$ cat src/rtl/core/dpd_pkg.sv
// ----------------------------------------------------------------------------
// dpd_pkg
// Shared widths, character codes, result kinds and the command format
// passed from the deframer front to its back end.
// ----------------------------------------------------------------------------
package dpd_pkg;

  localparam int unsigned ByteW = 8;
  localparam int unsigned PosW  = 11;
  localparam int unsigned KindW = 3;

  localparam int unsigned PayloadLimitDefault = 2047;
  localparam int unsigned QueueDepthDefault   = 4;

  localparam logic [ByteW-1:0] CharStart = 8'h24; // '$'
  localparam logic [ByteW-1:0] CharEnd   = 8'h23; // '#'
  localparam logic [ByteW-1:0] CharColon = 8'h3A; // ':'
  localparam logic [ByteW-1:0] CharAck   = 8'h2B; // '+'
  localparam logic [ByteW-1:0] CharNak   = 8'h2D; // '-'

  typedef enum logic [KindW-1:0] {
    KIND_DATA    = 3'd0,
    KIND_XMIT    = 3'd1,
    KIND_ACCEPT  = 3'd2,
    KIND_REJECT  = 3'd3,
    KIND_ABANDON = 3'd4
  } kind_e;

  typedef enum logic [2:0] {
    CMD_DATA       = 3'd0,
    CMD_DATA_LIMIT = 3'd1,
    CMD_ABANDON    = 3'd2,
    CMD_ACCEPT     = 3'd3,
    CMD_ACCEPT_SEQ = 3'd4,
    CMD_REJECT     = 3'd5
  } cmd_op_e;

  typedef struct packed {
    cmd_op_e          op;
    logic [ByteW-1:0] data;
    logic [PosW-1:0]  pos;
    logic [PosW-1:0]  len;
    logic [ByteW-1:0] head0;
    logic [ByteW-1:0] head1;
  } cmd_t;

  // hex digit value, all-ones for anything that is not a hex digit
  function automatic logic [ByteW-1:0] hex_value(logic [ByteW-1:0] c);
    logic [ByteW-1:0] v;
    if (c >= 8'h61 && c <= 8'h66) begin
      v = c - 8'h57;
    end else if (c >= 8'h30 && c <= 8'h39) begin
      v = c - 8'h30;
    end else if (c >= 8'h41 && c <= 8'h46) begin
      v = c - 8'h37;
    end else begin
      v = 8'hFF;
    end
    return v;
  endfunction

endpackage

$ cat src/rtl/core/dpd_in_if.sv
// ----------------------------------------------------------------------------
// dpd_in_if
// Valid/ready channel carrying one received byte per beat.
// ----------------------------------------------------------------------------
interface dpd_in_if;
  logic                      valid;
  logic                      ready;
  logic [dpd_pkg::ByteW-1:0] rx_byte;

  modport source (output valid, output rx_byte, input ready);
  modport sink   (input valid, input rx_byte, output ready);
endinterface

$ cat src/rtl/core/dpd_out_if.sv
// ----------------------------------------------------------------------------
// dpd_out_if
// Valid/ready channel carrying one deframer result per beat.
// ----------------------------------------------------------------------------
interface dpd_out_if;
  logic                      valid;
  logic                      ready;
  logic [dpd_pkg::KindW-1:0] kind;
  logic [dpd_pkg::ByteW-1:0] byte_value;
  logic [dpd_pkg::PosW-1:0]  position;
  logic                      seq_present;
  logic                      last;

  modport source (output valid, output kind, output byte_value, output position,
                  output seq_present, output last, input ready);
  modport sink   (input valid, input kind, input byte_value, input position,
                  input seq_present, input last, output ready);
endinterface

$ cat src/rtl/core/dpd_front.sv
// ----------------------------------------------------------------------------
// dpd_front
// Framing state machine: hunts for the start mark, tracks payload length and
// checksum, and turns each received byte into at most one result command.
// ----------------------------------------------------------------------------
module dpd_front #(
  parameter int unsigned PayloadLimit = dpd_pkg::PayloadLimitDefault
) (
  input  logic           clk_i,
  input  logic           rst_ni,
  dpd_in_if.sink         rx_i,
  output logic           cmd_valid_o,
  output dpd_pkg::cmd_t  cmd_o,
  input  logic           cmd_ready_i
);
  import dpd_pkg::*;

  localparam int unsigned LimW = $clog2(PayloadLimit + 1);
  localparam int unsigned CntW = (LimW > PosW) ? LimW : PosW;

  typedef enum logic [3:0] {
    PH_HUNT = 4'b0001,
    PH_DATA = 4'b0010,
    PH_HIGH = 4'b0100,
    PH_LOW  = 4'b1000
  } phase_e;

  phase_e            phase_q, phase_d;
  logic [ByteW-1:0]  run_sum_q, run_sum_d;
  logic [ByteW-1:0]  sent_sum_q, sent_sum_d;
  logic [CntW-1:0]   count_q, count_d;
  logic [ByteW-1:0]  head_q [3];

  logic              beat;
  logic [ByteW-1:0]  c;
  logic [ByteW-1:0]  hex;
  logic [ByteW-1:0]  check;
  logic [CntW-1:0]   count_inc;
  logic              at_limit;
  logic              seq;
  logic              head_we;

  assign rx_i.ready = cmd_ready_i;
  assign beat       = rx_i.valid && rx_i.ready;
  assign c          = rx_i.rx_byte;
  assign hex        = hex_value(c);
  assign check      = sent_sum_q + hex;
  assign count_inc  = count_q + CntW'(1);
  assign at_limit   = (count_q == CntW'(PayloadLimit - 1));
  assign seq        = (count_q >= CntW'(3)) && (head_q[2] == CharColon);

  always_comb begin
    phase_d     = phase_q;
    run_sum_d   = run_sum_q;
    sent_sum_d  = sent_sum_q;
    count_d     = count_q;
    head_we     = 1'b0;
    cmd_valid_o = 1'b0;
    cmd_o.op    = CMD_DATA;
    cmd_o.data  = c;
    cmd_o.pos   = count_q[PosW-1:0];
    cmd_o.len   = count_q[PosW-1:0];
    cmd_o.head0 = head_q[0];
    cmd_o.head1 = head_q[1];
    if (beat) begin
      case (phase_q)
        PH_HUNT: begin
          if (c == CharStart) begin
            run_sum_d  = '0;
            sent_sum_d = '0;
            count_d    = '0;
            phase_d    = PH_DATA;
          end
        end
        PH_DATA: begin
          if (c == CharStart) begin
            // restart: report what was reached, then begin a fresh packet
            cmd_valid_o = 1'b1;
            cmd_o.op    = CMD_ABANDON;
            run_sum_d   = '0;
            sent_sum_d  = '0;
            count_d     = '0;
          end else if (c == CharEnd) begin
            phase_d = PH_HIGH;
          end else begin
            run_sum_d   = run_sum_q + c;
            head_we     = (count_q < CntW'(3));
            cmd_valid_o = 1'b1;
            cmd_o.len   = count_inc[PosW-1:0];
            count_d     = count_inc;
            if (at_limit) begin
              cmd_o.op = CMD_DATA_LIMIT;
              phase_d  = PH_HUNT;
            end else begin
              cmd_o.op = CMD_DATA;
            end
          end
        end
        PH_HIGH: begin
          sent_sum_d = {hex[3:0], 4'h0};
          phase_d    = PH_LOW;
        end
        PH_LOW: begin
          sent_sum_d  = check;
          cmd_valid_o = 1'b1;
          if (check == run_sum_q) begin
            cmd_o.op = seq ? CMD_ACCEPT_SEQ : CMD_ACCEPT;
          end else begin
            cmd_o.op = CMD_REJECT;
          end
          phase_d = PH_HUNT;
        end
        default: begin
          phase_d = PH_HUNT;
        end
      endcase
    end
  end

  always_ff @(posedge clk_i or negedge rst_ni) begin
    if (!rst_ni) begin
      phase_q    <= PH_HUNT;
      run_sum_q  <= '0;
      sent_sum_q <= '0;
      count_q    <= '0;
    end else begin
      phase_q    <= phase_d;
      run_sum_q  <= run_sum_d;
      sent_sum_q <= sent_sum_d;
      count_q    <= count_d;
    end
  end

  // first three payload bytes, only read once all three are written
  always_ff @(posedge clk_i) begin
    if (head_we) begin
      head_q[count_q[1:0]] <= c;
    end
  end

  a_push_has_room: assert property (@(posedge clk_i) disable iff (!rst_ni)
    cmd_valid_o |-> cmd_ready_i)
    else $error("command pushed into a full queue");

  a_count_in_range: assert property (@(posedge clk_i) disable iff (!rst_ni)
    phase_q == PH_DATA |-> count_q < CntW'(PayloadLimit))
    else $error("payload count reached the limit while still in payload");

endmodule

$ cat src/rtl/core/dpd_queue.sv
// ----------------------------------------------------------------------------
// dpd_queue
// Small register FIFO of result commands between front and back end.
// ----------------------------------------------------------------------------
module dpd_queue #(
  parameter int unsigned Depth = dpd_pkg::QueueDepthDefault
) (
  input  logic           clk_i,
  input  logic           rst_ni,
  input  logic           push_valid_i,
  input  dpd_pkg::cmd_t  push_i,
  output logic           push_ready_o,
  output logic           pop_valid_o,
  output dpd_pkg::cmd_t  pop_o,
  input  logic           pop_ready_i
);
  import dpd_pkg::*;

  localparam int unsigned PtrW = (Depth > 1) ? $clog2(Depth) : 1;
  localparam int unsigned CntW = $clog2(Depth + 1);

  cmd_t            mem_q [Depth];
  logic [PtrW-1:0] wr_ptr_q, wr_ptr_d;
  logic [PtrW-1:0] rd_ptr_q, rd_ptr_d;
  logic [CntW-1:0] fill_q, fill_d;
  logic            push;
  logic            pop;

  assign push_ready_o = (fill_q != CntW'(Depth));
  assign pop_valid_o  = (fill_q != '0);
  assign pop_o        = mem_q[rd_ptr_q];
  assign push         = push_valid_i && push_ready_o;
  assign pop          = pop_valid_o && pop_ready_i;

  always_comb begin
    wr_ptr_d = wr_ptr_q;
    rd_ptr_d = rd_ptr_q;
    fill_d   = fill_q;
    if (push) begin
      wr_ptr_d = (wr_ptr_q == PtrW'(Depth - 1)) ? '0 : wr_ptr_q + PtrW'(1);
    end
    if (pop) begin
      rd_ptr_d = (rd_ptr_q == PtrW'(Depth - 1)) ? '0 : rd_ptr_q + PtrW'(1);
    end
    if (push && !pop) begin
      fill_d = fill_q + CntW'(1);
    end else if (pop && !push) begin
      fill_d = fill_q - CntW'(1);
    end
  end

  always_ff @(posedge clk_i or negedge rst_ni) begin
    if (!rst_ni) begin
      wr_ptr_q <= '0;
      rd_ptr_q <= '0;
      fill_q   <= '0;
    end else begin
      wr_ptr_q <= wr_ptr_d;
      rd_ptr_q <= rd_ptr_d;
      fill_q   <= fill_d;
    end
  end

  always_ff @(posedge clk_i) begin
    if (push) begin
      mem_q[wr_ptr_q] <= push_i;
    end
  end

endmodule

$ cat src/rtl/core/dpd_back.sv
// ----------------------------------------------------------------------------
// dpd_back
// Expands the command at the queue head into one to four result beats and
// drives them through a registered output stage.
// ----------------------------------------------------------------------------
module dpd_back (
  input  logic           clk_i,
  input  logic           rst_ni,
  input  logic           cmd_valid_i,
  input  dpd_pkg::cmd_t  cmd_i,
  output logic           cmd_ready_o,
  dpd_out_if.source      res_o
);
  import dpd_pkg::*;

  logic [1:0]       idx_q, idx_d;
  logic             out_valid_q, out_valid_d;
  kind_e            kind_q;
  logic [ByteW-1:0] byte_q;
  logic [PosW-1:0]  pos_q;
  logic             seq_q;
  logic             last_q;

  kind_e            b_kind;
  logic [ByteW-1:0] b_byte;
  logic [PosW-1:0]  b_pos;
  logic             b_seq;
  logic             b_last;
  logic             load;
  logic             advance;

  // beat number idx_q of the current command
  always_comb begin
    b_kind = KIND_XMIT;
    b_byte = '0;
    b_pos  = '0;
    b_seq  = 1'b0;
    b_last = 1'b0;
    case (cmd_i.op)
      CMD_DATA: begin
        b_kind = KIND_DATA;
        b_byte = cmd_i.data;
        b_pos  = cmd_i.pos;
        b_last = 1'b1;
      end
      CMD_DATA_LIMIT: begin
        if (idx_q == 2'd0) begin
          b_kind = KIND_DATA;
          b_byte = cmd_i.data;
          b_pos  = cmd_i.pos;
        end else begin
          b_kind = KIND_ABANDON;
          b_pos  = cmd_i.len;
          b_last = 1'b1;
        end
      end
      CMD_ABANDON: begin
        b_kind = KIND_ABANDON;
        b_pos  = cmd_i.len;
        b_last = 1'b1;
      end
      CMD_ACCEPT: begin
        if (idx_q == 2'd0) begin
          b_byte = CharAck;
        end else begin
          b_kind = KIND_ACCEPT;
          b_pos  = cmd_i.len;
          b_last = 1'b1;
        end
      end
      CMD_ACCEPT_SEQ: begin
        case (idx_q)
          2'd0: b_byte = CharAck;
          2'd1: b_byte = cmd_i.head0;
          2'd2: b_byte = cmd_i.head1;
          default: begin
            b_kind = KIND_ACCEPT;
            b_pos  = cmd_i.len;
            b_seq  = 1'b1;
            b_last = 1'b1;
          end
        endcase
      end
      CMD_REJECT: begin
        if (idx_q == 2'd0) begin
          b_byte = CharNak;
        end else begin
          b_kind = KIND_REJECT;
          b_pos  = cmd_i.len;
          b_last = 1'b1;
        end
      end
      default: begin
        b_last = 1'b1;
      end
    endcase
  end

  assign load        = !out_valid_q || res_o.ready;
  assign advance     = load && cmd_valid_i;
  assign cmd_ready_o = advance && b_last;

  always_comb begin
    idx_d       = idx_q;
    out_valid_d = out_valid_q;
    if (load) begin
      out_valid_d = cmd_valid_i;
    end
    if (advance) begin
      idx_d = b_last ? 2'd0 : idx_q + 2'd1;
    end
  end

  always_ff @(posedge clk_i or negedge rst_ni) begin
    if (!rst_ni) begin
      idx_q       <= '0;
      out_valid_q <= 1'b0;
    end else begin
      idx_q       <= idx_d;
      out_valid_q <= out_valid_d;
    end
  end

  always_ff @(posedge clk_i) begin
    if (advance) begin
      kind_q <= b_kind;
      byte_q <= b_byte;
      pos_q  <= b_pos;
      seq_q  <= b_seq;
      last_q <= b_last;
    end
  end

  assign res_o.valid       = out_valid_q;
  assign res_o.kind        = kind_q;
  assign res_o.byte_value  = byte_q;
  assign res_o.position    = pos_q;
  assign res_o.seq_present = seq_q;
  assign res_o.last        = last_q;

  a_partial_cmd_held: assert property (@(posedge clk_i) disable iff (!rst_ni)
    idx_q != 2'd0 |-> cmd_valid_i)
    else $error("command left the queue before all its beats were sent");

  a_verdict_is_last: assert property (@(posedge clk_i) disable iff (!rst_ni)
    out_valid_q && (kind_q == KIND_ACCEPT || kind_q == KIND_REJECT ||
                    kind_q == KIND_ABANDON) |-> last_q)
    else $error("verdict beat not marked last");

  a_xmit_not_last: assert property (@(posedge clk_i) disable iff (!rst_ni)
    out_valid_q && kind_q == KIND_XMIT |-> !last_q && pos_q == '0)
    else $error("transmit beat ends a command or carries a position");

endmodule

$ cat src/rtl/core/debug_packet_deframer.sv
// ----------------------------------------------------------------------------
// debug_packet_deframer
// Deframes '$'-started, '#'-checksummed debug link packets into payload,
// transmit and verdict result beats.
// ----------------------------------------------------------------------------
// path: byte -> command queue -> output register, which holds each result beat
// throughput: one byte per cycle while the command queue has room; a byte causes
//   at most four result beats, and the command queue absorbs bursts
// the output register, one beat per cycle while res_o.ready is high, sets the sustained result rate
// reset: asynchronous, clears queue and output stage and starts hunting for '$'
module debug_packet_deframer #(
  parameter int unsigned PayloadLimit = dpd_pkg::PayloadLimitDefault,
  parameter int unsigned QueueDepth   = dpd_pkg::QueueDepthDefault
) (
  input  logic      clk_i,
  input  logic      rst_ni,
  dpd_in_if.sink    rx_i,
  dpd_out_if.source res_o
);
  import dpd_pkg::*;

  logic push_valid;
  logic push_ready;
  cmd_t push_cmd;
  logic pop_valid;
  logic pop_ready;
  cmd_t pop_cmd;

  dpd_front #(
    .PayloadLimit (PayloadLimit)
  ) u_front (
    .clk_i       (clk_i),
    .rst_ni      (rst_ni),
    .rx_i        (rx_i),
    .cmd_valid_o (push_valid),
    .cmd_o       (push_cmd),
    .cmd_ready_i (push_ready)
  );

  dpd_queue #(
    .Depth (QueueDepth)
  ) u_queue (
    .clk_i        (clk_i),
    .rst_ni       (rst_ni),
    .push_valid_i (push_valid),
    .push_i       (push_cmd),
    .push_ready_o (push_ready),
    .pop_valid_o  (pop_valid),
    .pop_o        (pop_cmd),
    .pop_ready_i  (pop_ready)
  );

  dpd_back u_back (
    .clk_i       (clk_i),
    .rst_ni      (rst_ni),
    .cmd_valid_i (pop_valid),
    .cmd_i       (pop_cmd),
    .cmd_ready_o (pop_ready),
    .res_o       (res_o)
  );

endmodule
$ cat src/flat_wrapper.sv
// flat-port wrapper written by rule: the top's interface ports become plain ports
module debug_packet_deframer_flat import dpd_pkg::*;
#(
  parameter int unsigned PayloadLimit = dpd_pkg::PayloadLimitDefault,
  parameter int unsigned QueueDepth   = dpd_pkg::QueueDepthDefault
)
  (clk_i, rst_ni, rx_i_valid, rx_i_rx_byte, rx_i_ready, res_o_valid, res_o_kind, res_o_byte_value, res_o_position, res_o_seq_present, res_o_last, res_o_ready);
  dpd_in_if rx_i_i ();
  dpd_out_if res_o_i ();
  input  logic clk_i;
  input  logic rst_ni;
  input wire logic [$bits(rx_i_i.valid)-1:0] rx_i_valid;
  input wire logic [$bits(rx_i_i.rx_byte)-1:0] rx_i_rx_byte;
  output wire logic [$bits(rx_i_i.ready)-1:0] rx_i_ready;
  output wire logic [$bits(res_o_i.valid)-1:0] res_o_valid;
  output wire logic [$bits(res_o_i.kind)-1:0] res_o_kind;
  output wire logic [$bits(res_o_i.byte_value)-1:0] res_o_byte_value;
  output wire logic [$bits(res_o_i.position)-1:0] res_o_position;
  output wire logic [$bits(res_o_i.seq_present)-1:0] res_o_seq_present;
  output wire logic [$bits(res_o_i.last)-1:0] res_o_last;
  input wire logic [$bits(res_o_i.ready)-1:0] res_o_ready;
  assign rx_i_i.valid = rx_i_valid;
  assign rx_i_i.rx_byte = rx_i_rx_byte;
  assign rx_i_ready = rx_i_i.ready;
  assign res_o_valid = res_o_i.valid;
  assign res_o_kind = res_o_i.kind;
  assign res_o_byte_value = res_o_i.byte_value;
  assign res_o_position = res_o_i.position;
  assign res_o_seq_present = res_o_i.seq_present;
  assign res_o_last = res_o_i.last;
  assign res_o_i.ready = res_o_ready;
  debug_packet_deframer #(.PayloadLimit(PayloadLimit), .QueueDepth(QueueDepth)) u_core (.clk_i(clk_i), .rst_ni(rst_ni), .rx_i(rx_i_i), .res_o(res_o_i));
endmodule
$ cat config.mk
export PLATFORM = sky130hd
export DESIGN_NAME = debug_packet_deframer_flat
export DESIGN_NICKNAME = d
export VERILOG_FILES = /design/src/rtl/core/dpd_pkg.sv /design/src/rtl/core/dpd_in_if.sv /design/src/rtl/core/dpd_out_if.sv /design/src/rtl/core/dpd_front.sv /design/src/rtl/core/dpd_queue.sv /design/src/rtl/core/dpd_back.sv /design/src/rtl/core/debug_packet_deframer.sv /design/src/flat_wrapper.sv
export SDC_FILE = /design/constraint.sdc
export NUM_CORES = 1
export LEC_CHECK = 0
export BUFFER_PORTS_ARGS = -buffer_cell sky130_fd_sc_hd__buf_2
export CAP_MARGIN = 0
export CORE_MARGIN = 4
export CORE_UTILIZATION = 35
export DETAILED_ROUTE_END_ITERATION = 16
export GPL_TIMING_DRIVEN = 0
export SLEW_MARGIN = 20
export SYNTH_ARGS = -nofsm -noshare
export SYNTH_HDL_FRONTEND = slang
export SYNTH_SLANG_ARGS = --single-unit
$ cat constraint.sdc
create_clock -name clk_i -period 7 [get_ports clk_i]
set_input_delay 0.7 -clock clk_i [delete_from_list [all_inputs] [get_ports clk_i]]
set_output_delay 0.7 -clock clk_i [all_outputs]
set_load 0.05 [all_outputs]
* Yosys cells after proc, flatten, opt, wreduce, memory -nomap -nowiden
Memories as Yosys holds them, arrays and structs flattened. Cells that the tools add are included.
Word-level totals: bits in registers 65, RAM bits 220, input port bits 12, output and inout port bits 26, logic and storage cells 149, memories kept 2
Memories:
- u_core.u_queue.mem_q | depth 4, width 49, read ports 1, clocked after memory_dff 0, write ports 1, RTL line dpd_queue.sv:22 | cmd_t mem_q [Depth];
- u_core.u_front.head_q | depth 3, width 8, read ports 3, clocked after memory_dff 0, write ports 1, RTL line dpd_front.sv:32 | logic [ByteW-1:0] head_q [3];
Operators by class: add/sub/neg operators 11, order comparisons 8, equal/unequal tests 24, mux-type cells 61, reduce and logical (&&, ||, !) cells 29
Operator list (number):
- 2-to-1 mux 11 bit | 9
- 2-to-1 mux 8 bit | 7
- case mux 11 bit (5 select lines) | 1
- case mux 8 bit (3 select lines) | 2
- case mux 8 bit (5 select lines) | 1
- == test 8 x 6 -> 1 bit, second input constant | 3
- case mux 11 bit (2 select lines) | 1
- 2-to-1 mux 3 bit | 6
- case mux 3 bit (6 select lines) | 1
- adder 8 bit | 2
- >= comparator 8 x 7 -> 1 bit, second input constant | 2
- less-or-equal comparator 8 x 7 -> 1 bit, second input constant | 2
- 2-to-1 mux 4 bit | 4
- case mux 8 bit (2 select lines) | 1
- subtractor 8 x 6 -> 8 bit, second input constant | 2
- 2-to-1 mux 1 bit | 15
- 2-to-1 mux 2 bit | 7
- 2-to-1 mux 6 bit | 2
- case mux 4 bit (3 select lines) | 1
- adder 11 x 1 -> 11 bit, second input constant | 1
- == test 11 bit, second input constant | 1
- >= comparator 11 x 2 -> 1 bit, second input constant | 1
- logical AND 1 bit | 11
- less-than comparator 11 x 2 -> 1 bit, second input constant | 1
- 31 further kinds | 49

* Longest topological paths before layout
Gate-level depths: netlist of the first run.
depth in word-level cells 10, mapped depth 18, depth with buffers taken out 17

* Modules after synthesis
From an unflattened synthesis of the first run, not the netlist that was laid out.
Unflattened totals: cells, all modules 805, area, all modules 12787.3 µm²
By module, submodules not included:
- dpd_queue | times used 1, cells an instance 293, area each 7489.7 µm², seq. area each 6060.8 µm²
- dpd_front | times used 1, cells an instance 398, area each 3877.5 µm², seq. area each 1497.7 µm²
- dpd_back | times used 1, cells an instance 114, area each 1420.1 µm², seq. area each 795.8 µm²

* Least setup slack after synthesis of the first run
OpenSTA, ideal clock, no wires.
kind input to register, start point input rx_i_rx_byte[1], end point memory u_core.u_queue.mem_q[0][46] (netlist name) (data pin), setup time 0.279 ns, arrival time 3.964 ns, required time 6.721 ns, path slack 2.757 ns, cell stages on the path 17, buffers on the path 1, path through clkbuf_1 > inv_1 > ha_1 > or4b_1 > o2111ai_2 > o31ai_1 > a21oi_1 > ha_1 > inv_1 > fa_1 > nor2b_1 > o221a_2 > mux2i_1 > a311oi_1 > nand3_1 > o311ai_1 > a21oi_1
RTL lines:
- start, declared | RTL line flat_wrapper.sv:13 | input wire logic [$bits(rx_i_i.rx_byte)-1:0] rx_i_rx_byte;
- end, declared | RTL line dpd_queue.sv:22

==> results of run 1 <==
[worst max-delay path by stage]
stage	slack [ps]	startpoint	depth (start not counted)	to
finish	2110	rx_i_rx_byte[1]	19	u_core.u_queue.mem_q[3][46]
global route	1610	rx_i_rx_byte[1]	18	u_core.u_queue.mem_q[1][48]
CTS	2110	rx_i_rx_byte[1]	18	u_core.u_queue.mem_q[3][48]
detailed placement	1570	rx_i_rx_byte[1]	18	u_core.u_queue.mem_q[1][48]
global placement	1590	rx_i_rx_byte[1]	18	u_core.u_queue.mem_q[0][48]
floorplan	2760	rx_i_rx_byte[1]	17	u_core.u_queue.mem_q[0][46]
[flip-flops by register name (all words and copies together) (netlist names), 3 cells and up]
register	flops
u_core.u_front.run_sum_q	8
u_core.u_back.res_o.byte_value	8
u_core.u_back.res_o.position	11
u_core.u_back.res_o.kind	3
u_core.u_front.sent_sum_q	8
u_core.u_queue.fill_q	3
u_core.u_front.phase_q	4
u_core.u_front.head_q	24
u_core.u_front.count_q	11
u_core.u_queue.mem_q	196
[cells in the mapped netlist, types with 6 or more instances]
cell and count:
a21o_1 6, a21oi_1 16, a221oi_1 6, a31oi_1 7, and2_1 12, buf_2 9
clkbuf_1 18, dfrtp_1 40, edfxtp_1 244, ha_1 37, inv_1 38, mux4_2 49
nand2_1 66, nand2b_1 11, nand3_1 16, nand4_1 6, nor2_1 36, nor2b_1 6
nor3_1 11, o211ai_1 8, o21a_1 6, o21ai_0 51, o31ai_1 9, xnor2_1 16
xor2_1 15
[cell type report]
cell class / instances / share of cell area
Sequential cell: 285 / 0.573
Multi-Input combinational cell: 480 / 0.279
Clock buffer: 40 / 0.0574
Tap cell: 461 / 0.0396
Timing Repair Buffer: 42 / 0.0218
Inverter: 39 / 0.0101
Clock inverter: 13 / 0.00953
Buffer: 31 / 0.00927
[power groups by stage]
stage | Combinational (W) | Clock [W] | Sequential, W
6_report | 0.00203 | 0.00156 | 0.00225
5_1_grt | 0.00224 | 0.00166 | 0.00227
4_1_cts | 0.00206 | 0.00160 | 0.00225
3_5_place_dp | 0.00206 | 0 | 0.00228
3_3_place_gp | 0.00201 | 0 | 0.00228
2_1_floorplan | 0.00129 | 0 | 0.00251
[metrics by stage]
| step | setup WS, ps | hold WS (ps) | area [um^2] | utilization | instances |
|---|---|---|---|---|---|
| floorplan | 2760 | 404 | 12700 | - | 835 |
| global placement | 1590 | 472 | 13400 | 0.377 | 1333 |
| detailed placement | 1570 | 482 | 13600 | 0.381 | 1338 |
| CTS | 2110 | 381 | 14600 | 0.409 | 1391 |
| global route | 1610 | 220 | 14600 | 0.409 | 1391 |
| finish | 2110 | 174 | 14600 | 0.409 | 1391 |
[logic make-up after synthesis]
kind of cell / after synthesis / synth area share
AO/OA/AOI/OAI: 155 / 0.0822
XOR/XNOR: 33 / 0.0250
adder cells (fa/ha/maj): 40 / 0.0412
buffers and inverters: 70 / 0.0223
flip-flops: 285 / 0.659
multiplexers: 60 / 0.0969
AND/OR/NAND/NOR: 192 / 0.0735
[critical path: cells and delay by family]
kind | cells | cell delay [ps]
buffers and inverters | 4 | 760
xor gates and xnor gates | 2 | 430
adders and majority gates | 3 | 880
AOI/OAI and AO/OA | 6 | 1690
and+or+nand+nor | 4 | 650
[layout by cell type, fill, tap and decap left out, types with 16 or more instances in the layout]
cell,n
mux4_2,49
inv_1,38
clkbuf_16,29
nor2_1,36
clkbuf_1,22
ha_1,37
o21ai_0,51
nand3_1,16
edfxtp_1,244
buf_2,45
nand2_1,66
xnor2_1,16
dfrtp_1,40
[metal layers]
| layer | part of all wire | track usage | vias up |
|---|---|---|---|
| li1 | - | - | 3383 |
| met1 | 0.45 | 0.183 | 3616 |
| met2 | 0.49 | 0.224 | 137 |
| met3 | 0.035 | 0.0148 | 43 |
| met4 | 0.021 | 0.0339 | 0 |
| met5 | 0 | 0 | - |
==> results_dict.tcl, run 1 <==
set metrics [dict create \
    clock_sinks 285 \
    reg2reg_slack_ps 3630 \
    comb_power_share 0.348 \
    synth_edf_count 244 \
    synth.area.top_cells "edfxtp_1 (58%), mux4_2 (8.7%), dfrtp_1 (7.9%), ha_1 (3.7%), o21ai_0 (2.0%)" \
    final_max_slew_viol_count 0 \
    synth_area_mm2 0.0127 \
    seqPwrFrac 0.385 \
    diodes 0 \
    area_delta_synth_final_pct 14.9 \
    core_mm2 0.0357 \
    synthCells 835 \
    seq_area_mm2 0.00835 \
    grt_usage 0.132 \
    clockBufferDepth 3 \
    finalCritPeriodShare 0.698 \
    cp-end-kind "register" \
    synthFlopType "edfxtp_1" \
    crit_chain "buf_2 -> clkbuf_1 -> inv_1 -> ha_1 -> o21ba_2 -> o21a_1 -> o21ai_0 -> nor2_1 -> a21oi_1 -> ha_1 -> inv_1 -> fa_1 -> xor2_1 -> xnor2_1 -> nor4_1 -> and3_1 -> nand3_1 -> o311ai_1 -> a21oi_1" \
    clkSlewWorstSetupHoldPaths_ps 70 \
    io_pins 38 \
    wirelength_um 26000 \
    reg2reg_to "u_core.u_queue.fill_q[2]" \
    synth-async-reset-ratio 0.144 \
    grt_pass1_wl_um 41200 \
    power_density_mw_per_mm2 400 \
    netlist.area_leader.share 0.578 \
    power.total_w 0.00583 \
    antenna_left 0 \
    finClkSkew_ps 18.8 \
    n_fill_cell 3191 \
    syn_avg_cell_area_um2 15.2 \
    rows 69 \
    hold_class "input port to async pin" \
    max_stage_delay_ps 520 \
    ys_types 71 \
    worstPathArrival_ps 5120 \
    ir_worst_vdd_uv 173 \
    yosys_warnings 0 \
    r2r-start "u_core.u_queue.rd_ptr_q[0]" \
    post-dp-hpwl_um 17100 \
    overflow 0 \
    status "finished, final reports clean" \
    path_class "input port to register" \
    worst_setup_path_start_kind "input port" \
    die_height_um 198 \
    drc 0 \
    relSlewSlack 0.434 \
    multi_input_area_mm2 0.00406 \
    p_sw_w 0.00198 \
    drtIter0Drc 519 \
    fmax_mhz 205 \
    ff2ff_path_depth 15 \
    wire_per_inst_um 18.7 \
    antenna_found_initial 0 \
    globalplace.congestion 0.796 \
    cts_hold_buf 0 \
    synth-seq-cells 285 \
    io_buffer_count 37 \
    start_util 0.356 \
    fin_nets 960 \
    numCtsBuffers 29 \
    dieArea_mm2 0.0393 \
    grt_pass1_vias 7273 \
    cts_max_level 1 \
    synth_fp_nets 887 \
    max_cap_viol_count 0 \
    p_leak_nw 5.17 \
    rsz0062_at_grt "no" \
    die_w_um 198 \
    critPathRequiredTime_ps 7230 \
    pwr-share-clk 0.267 \
    finalSetupTns_ps 0 \
    route.vias.total 7179 \
    root_buffer "clkbuf_16" \
    fin_crit_ps 4890 \
    crit_fanout 12 \
    crit_slowest_cell "o21ai_0" \
    viasPerCell 5.16 \
    cts_tree "done" \
    power.internal_w 0.00385 \
    synth_area_leader_cell "edfxtp_1" \
    grt_max_degree 47 \
    dr.pass1.iters 4 \
    drive_gt1_frac 0.189 \
    netSwitchingFraction 0.340 \
    worst_pin_slew_ps 844 \
    yosysSeqAreaShare 0.659 \
    finalHoldViolations 0 \
    cts_setup_buffers 0 \
    cts_resized 0 \
    setup_viol_count_final 0 \
    insertion_delay_ps 540 \
]
Power figures use the tool's default switching activity.
==> run 2: changes to the inputs <==
--- a/config.mk
+++ b/config.mk
@@ -5,6 +5,7 @@
 export SDC_FILE = /design/constraint.sdc
 export NUM_CORES = 1
 export LEC_CHECK = 0
+export ABC_AREA = 1
 export BUFFER_PORTS_ARGS = -buffer_cell sky130_fd_sc_hd__buf_2
 export CAP_MARGIN = 0
 export CORE_MARGIN = 4
==> constraint.sdc (replaced) <==
create_clock -name clk_i -period 4.2 [get_ports clk_i]
set_input_delay 0.42 -clock clk_i [delete_from_list [all_inputs] [get_ports clk_i]]
set_output_delay 0.42 -clock clk_i [all_outputs]
set_load 0.05 [all_outputs]
==> run 2 against run 1 <==
Effect of this change: non-clock buffer count increased by 16; critical path depth rose by 8; first-iteration DRC count is 39% higher; flip-flop and latch count is the same; cell count increased by 23%; largest power group unchanged; sequential power rose by 75%; die area rose by 1.2%; clock skew rose by 6.7 ps; power increased by 84%; wire length grew 21%; critical path type unchanged; hold slack improved by 74 ps.
==> results_dict.tcl, run 2 <==
set metrics [dict create \
    path_class "input port to register" \
    finalHoldViolations 0 \
    grt_usage 0.157 \
    most-common-layout-cells "edfxtp_1 (244), nand2_1 (165), o21ai_0 (131)" \
    comb_power_share 0.366 \
    relSlewSlack 0.339 \
    ff2ff_path_depth 16 \
    max_stage_delay_ps 420 \
    yosysMostFrequentCell "edfxtp_1" \
    pwr-share-clk 0.266 \
    finish.utilization 0.418 \
    fmax_mhz 267 \
    antenna_found_initial 0 \
    synth_fp_nets 1199 \
    place_area_mm2 0.0139 \
    fin_crit_ps 3750 \
    wire_per_inst_um 18.4 \
    power_density_mw_per_mm2 713 \
    cp-end-kind "register" \
    clkSlewWorstSetupHoldPaths_ps 60 \
    overflow 0 \
    r2r-start "u_core.u_queue.rd_ptr_q[1]" \
    rows 69 \
    worst_pin_slew_ps 988 \
    reg2reg_slack_ps 1160 \
    area_delta_synth_final_pct 16.9 \
    layout_commonest_cell "edfxtp_1" \
    reg2reg_to "u_core.u_queue.fill_q[2]" \
    regMostFlops "u_core.u_queue.mem_q" \
    p_leak_nw 5.64 \
    synthCells 1147 \
    io_pins 38 \
    critPathTopFamily "adder cells" \
    route.vias.total 8797 \
    finalCritPeriodShare 0.893 \
    startpoint "rx_i_rx_byte[4]" \
    yosys_warnings 0 \
    clock_sinks 285 \
    seqPwrFrac 0.368 \
    cp_num_buf_inv 7 \
    ir_worst_vdd_uv 496 \
    finalInstanceArea_mm2 0.0150 \
    p_sw_w 0.00416 \
    synth_area_leader_cell "edfxtp_1" \
    drtIter0Drc 723 \
    crit_cells 27 \
    core_mm2 0.0359 \
    numCtsBuffers 30 \
    post-dp-hpwl_um 21500 \
    status "finished, final reports clean" \
    globalplace.congestion 0.825 \
    synth-async-reset-ratio 0.144 \
    crit_path_end "u_core.u_queue.mem_q[2][46]" \
    synth.area.top_cells "edfxtp_1 (57%), dfrtp_1 (7.8%), o21ai_0 (5.1%), nand2_1 (4.8%), nor2_1 (3.6%)" \
    grt_pass1_vias 8660 \
    seq_area_mm2 0.00835 \
    yosysSeqAreaShare 0.651 \
    drc 0 \
    finClkSkew_ps 25.5 \
    n_fill_cell 3372 \
    hold_class "input port to register" \
    viasPerCell 5.14 \
    fin_nets 1279 \
    die_w_um 200 \
    cts_setup_buffers 0 \
    root_buffer "clkbuf_16" \
    synthFlopType "edfxtp_1" \
    power.internal_w 0.00654 \
    crit_fanout 16 \
    synth_edf_count 244 \
    cts_tree "done" \
    cts_max_level 1 \
    start_util 0.357 \
    antenna_left 0 \
    die_height_um 200 \
    diodes 0 \
    wirelength_um 31500 \
    worst_setup_path_start_kind "input port" \
    netSwitchingFraction 0.388 \
    drive_gt1_frac 0.113 \
    multi_input_area_mm2 0.00395 \
    synth_area_mm2 0.0128 \
    grt_max_degree 42 \
    rsz0062_at_grt "no" \
    setup_viol_count_final 0 \
    largest_reg_flops 196 \
    grt_pass1_wl_um 49300 \
    io_buffer_count 37 \
    netlist.area_leader.share 0.571 \
    max_cap_viol_count 0 \
    syn_avg_cell_area_um2 11.2 \
    worstPathArrival_ps 4050 \
    ys_types 51 \
    critPathRequiredTime_ps 4500 \
    dr.pass1.iters 5 \
    synth_commonest_cells "edfxtp_1 (244), nand2_1 (165), o21ai_0 (131)" \
    dieArea_mm2 0.0398 \
    clockBufferDepth 3 \
    synth-seq-cells 285 \
    final_max_slew_viol_count 0 \
    crit_top_cell "nand2_1" \
    insertion_delay_ps 570 \
    crit_slowest_cell "a21oi_1" \
]
run 2: cell types whose count changed after synthesis, moves of 7 or more:
cell,delta
a21oi_1,+22
a32o_1,+10
o22ai_1,+36
nand3_1,+50
clkbuf_1,+11
o21ai_0,+80
mux4_2,-49
and2_1,-12
nor2_1,+88
xnor2_1,-8
nand2b_1,-11
inv_1,+65
nand2_1,+99
buf_2,-7
run 2: timing repair:
action	in CTS	in global routing
hold endpoints to repair	0	40
gates resized for setup	0	1
endpoints found under the setup margin	0	4
hold buffers	0	1
run 2: kinds of logic after synthesis:
logic type	after synthesis	synth area share
buffers and inverters	150	0.0457
xor gates and xnor gates	20	0.0136
AOI/OAI and AO/OA	257	0.117
and+or+nand+nor	395	0.132
DFF	285	0.651
adders and majority gates	40	0.0407
run 2: worst min path at each step:
stage | start | end | slack [ps] | cells past startpoint
3_5_place_dp | u_core.u_front.head_q[1][1] | u_core.u_queue.mem_q[1][1] | 480 | 0
4_1_cts | rst_ni | u_core.u_back.idx_q[1] | 100 | 1
2_1_floorplan | rst_ni | u_core.u_back.idx_q[0] | 120 | 0
6_report | rx_i_rx_byte[3] | u_core.u_front.head_q[2][3] | 250 | 1
5_1_grt | rx_i_rx_byte[3] | u_core.u_front.head_q[2][3] | 240 | 1
3_3_place_gp | u_core.u_front.head_q[1][3] | u_core.u_queue.mem_q[2][3] | 470 | 0
run 2: final cells by class:
cell class              count  area share
well taps                 461      0.0384
plain buffers              41      0.0118
clock inverters            22      0.0212
inverters                 109      0.0273
clock buffers              33      0.0508
repair buffers             48      0.0305
flip-flops and latches    285       0.557
multi-input cells         712       0.263
run 2: power groups by stage:
stage	combinational [W]	sequential (W)	clock, W
2_1_floorplan	0.00224	0.00434	0
3_3_place_gp	0.00376	0.00400	0
3_5_place_dp	0.00391	0.00400	0
4_1_cts	0.00393	0.00394	0.00290
5_1_grt	0.00434	0.00398	0.00302
6_report	0.00391	0.00394	0.00285
run 2: per-stage QoR:
step           hold slack [ps]  power, W  setup TNS [ps]  instances  setup WS, ps
6_report                   248    0.0107               0       1711           450
5_1_grt                    238    0.0113               0       1711          91.6
4_1_cts                   98.1    0.0108               0       1710           246
3_5_place_dp               483   0.00791           -2440       1655          -337
3_3_place_gp               467   0.00777         -431270       1645         -2210
2_1_floorplan              124   0.00658               0       1147           312
run 2: routing by layer:
metal	global-route usage	wire [um]	part of all wire
met3	0.0201	1900	0.060
met2	0.258	14800	0.47
met4	0.0365	609	0.019
met5	0	0	0
met1	0.225	14200	0.45
==> run 3: changes to the inputs <==
--- a/config.mk
+++ b/config.mk
@@ -6,11 +6,11 @@
 export NUM_CORES = 1
 export LEC_CHECK = 0
 export ABC_AREA = 1
-export BUFFER_PORTS_ARGS = -buffer_cell sky130_fd_sc_hd__buf_2
 export CAP_MARGIN = 0
 export CORE_MARGIN = 4
 export CORE_UTILIZATION = 35
 export DETAILED_ROUTE_END_ITERATION = 16
+export DONT_BUFFER_PORTS = 1
 export GPL_TIMING_DRIVEN = 0
 export SLEW_MARGIN = 20
 export SYNTH_ARGS = -nofsm -noshare
==> run 3 against run 2 <==
Effect of this change: cell area fell by 1.3%; non-clock buffer count fell by 27; cell count fell by 1.6%.
==> results_dict.tcl, run 3 (synthesis results as in run 2) <==
set metrics [dict create \
    status "finished, final reports clean" \
    clkSlewWorstSetupHoldPaths_ps 60 \
    p_leak_nw 5.47 \
    regMostFlops "u_core.u_queue.mem_q" \
    route.vias.total 8825 \
    finalInstanceArea_mm2 0.0148 \
    finalHoldViolations 0 \
    place_area_mm2 0.0138 \
    cts_tree "done" \
    wire_per_inst_um 18.9 \
    crit_path_end "u_core.u_queue.mem_q[0][47]" \
    start_util 0.357 \
    largest_reg_flops 196 \
    setup_viol_count_final 0 \
    stdcell_count 1684 \
    r2r-start "u_core.u_queue.fill_q[1]" \
    wirelength_um 31800 \
    fmax_mhz 274 \
    antenna_left 0 \
    crit_fanout 6 \
    place_inst 1619 \
    overflow 0 \
    io_pins 38 \
    dieArea_mm2 0.0398 \
    drtIter0Drc 778 \
    area_delta_synth_final_pct 15.4 \
    place_ws_ps 42.9 \
    core_mm2 0.0359 \
    crit_slowest_cell "o22ai_1" \
    finClkSkew_ps 17.6 \
    most-common-layout-cells "edfxtp_1 (244), nand2_1 (165), o21ai_0 (131)" \
    layout_commonest_cell "edfxtp_1" \
    setup_slack_ps 549 \
    globalplace.congestion 0.829 \
    crit_cells 20 \
    netSwitchingFraction 0.399 \
    cp-end-kind "register" \
    worst_pin_slew_ps 1010 \
    insertion_delay_ps 550 \
    fin_crit_ps 3650 \
    cp_num_buf_inv 3 \
    io_buffer_count 0 \
    rsz0062_at_grt "no" \
    finalSetupTns_ps 0 \
    p_sw_w 0.00412 \
    critPathTopFamily "compound AO/OA/AOI/OAI gates" \
    cts_max_level 1 \
    grt_usage 0.159 \
    hold_class "input port to register" \
    grt_pass1_wl_um 49600 \
    root_buffer "clkbuf_16" \
    clockBufferDepth 3 \
    clock_sinks 285 \
    grt_pass1_vias 8684 \
    n_fill_cell 3370 \
    die_height_um 200 \
    multi_input_area_mm2 0.00394 \
    grt_max_degree 42 \
    reg2reg_to "u_core.u_queue.fill_q[1]" \
    hold-worst-slack_ps 153 \
    cts_setup_buffers 0 \
    finalCritPeriodShare 0.869 \
    max_stage_delay_ps 520 \
    rows 69 \
    power_density_mw_per_mm2 697 \
    seqPwrFrac 0.424 \
    relSlewSlack 0.321 \
    fin_nets 1252 \
    cts_hold_buf 10 \
    post-dp-hpwl_um 21400 \
    ff2ff_path_depth 11 \
    startpoint "rx_i_rx_byte[0]" \
    crit_chain "inv_1 -> ha_1 -> nand2_1 -> nor2_1 -> nand2_1 -> nand3_1 -> nand2_1 -> o21ai_0 -> ha_1 -> inv_1 -> fa_1 -> xor2_1 -> inv_1 -> a21oi_1 -> o211ai_1 -> nor2_1 -> nand3_1 -> nor2_1 -> nand3b_1 -> o22ai_1" \
    worstPathArrival_ps 3910 \
    max_cap_viol_count 0 \
    viasPerCell 5.24 \
    holdCritStartpoint "rx_i_rx_byte[0]" \
    seq_area_mm2 0.00835 \
    die_w_um 200 \
    worst_setup_path_start_kind "input port" \
    reg2reg_slack_ps 960 \
    dr.pass1.iters 5 \
    critPathRequiredTime_ps 4460 \
    pwr-share-clk 0.247 \
    ir_worst_vdd_uv 274 \
    path_class "input port to register" \
    antenna_found_initial 0 \
    drive_gt1_frac 0.0801 \
    drc 0 \
    comb_power_share 0.329 \
    power.internal_w 0.00621 \
    final_max_slew_viol_count 0 \
    cts_resized 0 \
    diodes 0 \
    numCtsBuffers 30 \
]
[run 3: worst min-delay path by stage]
stage,to,slack [ps],cells past startpoint
after floorplan,u_core.u_back.idx_q[0],120,0
after global placement,u_core.u_queue.fill_q[2],130,0
after detailed placement,u_core.u_back.res_o.valid,130,0
after CTS,u_core.u_front.run_sum_q[0],130,3
after global routing,u_core.u_front.run_sum_q[0],170,3
final,u_core.u_front.run_sum_q[0],150,3
[run 3: power by group through the flow]
stage	Clock, W	Combinational (W)	Sequential, W
floorplan	0	0.00224	0.00434
global route	0.00273	0.00380	0.00443
detailed placement	0	0.00334	0.00444
CTS	0.00260	0.00340	0.00438
global placement	0	0.00321	0.00445
finish	0.00255	0.00340	0.00438
[run 3: layout make-up]
class | instances | share of cell area
Buffer | 41 | 0.0120
Timing Repair Buffer | 21 | 0.0279
Inverter | 109 | 0.0276
Clock inverter | 17 | 0.00963
Tap cell | 461 | 0.0389
Multi-Input combinational cell | 712 | 0.266
Clock buffer | 38 | 0.0541
Sequential cell | 285 | 0.564
[run 3: layer usage]
metal / global-route usage / wire length, um
met1: 0.223 / 14400
met2: 0.261 / 14900
met3: 0.0268 / 1940
met4: 0.0377 / 632
met5: 0 / 0
[run 3: through the flow]
stage | power [W] | utilization
floorplan | 0.00658 | -
global placement | 0.00766 | 0.374
detailed placement | 0.00778 | 0.383
CTS | 0.0104 | 0.413
global route | 0.0110 | 0.413
finish | 0.0103 | 0.413
[run 3: worst reg2reg max path, stage by stage (launching register included)]
cell and delay, ps:
dfrtp_1 400, inv_1 140, nand3_1 490, nand2_1 460
inv_1 200, o21ai_2 270, inv_1 210, ha_1 250
inv_1 100, fa_1 420, nor2_1 130, a21oi_1 50
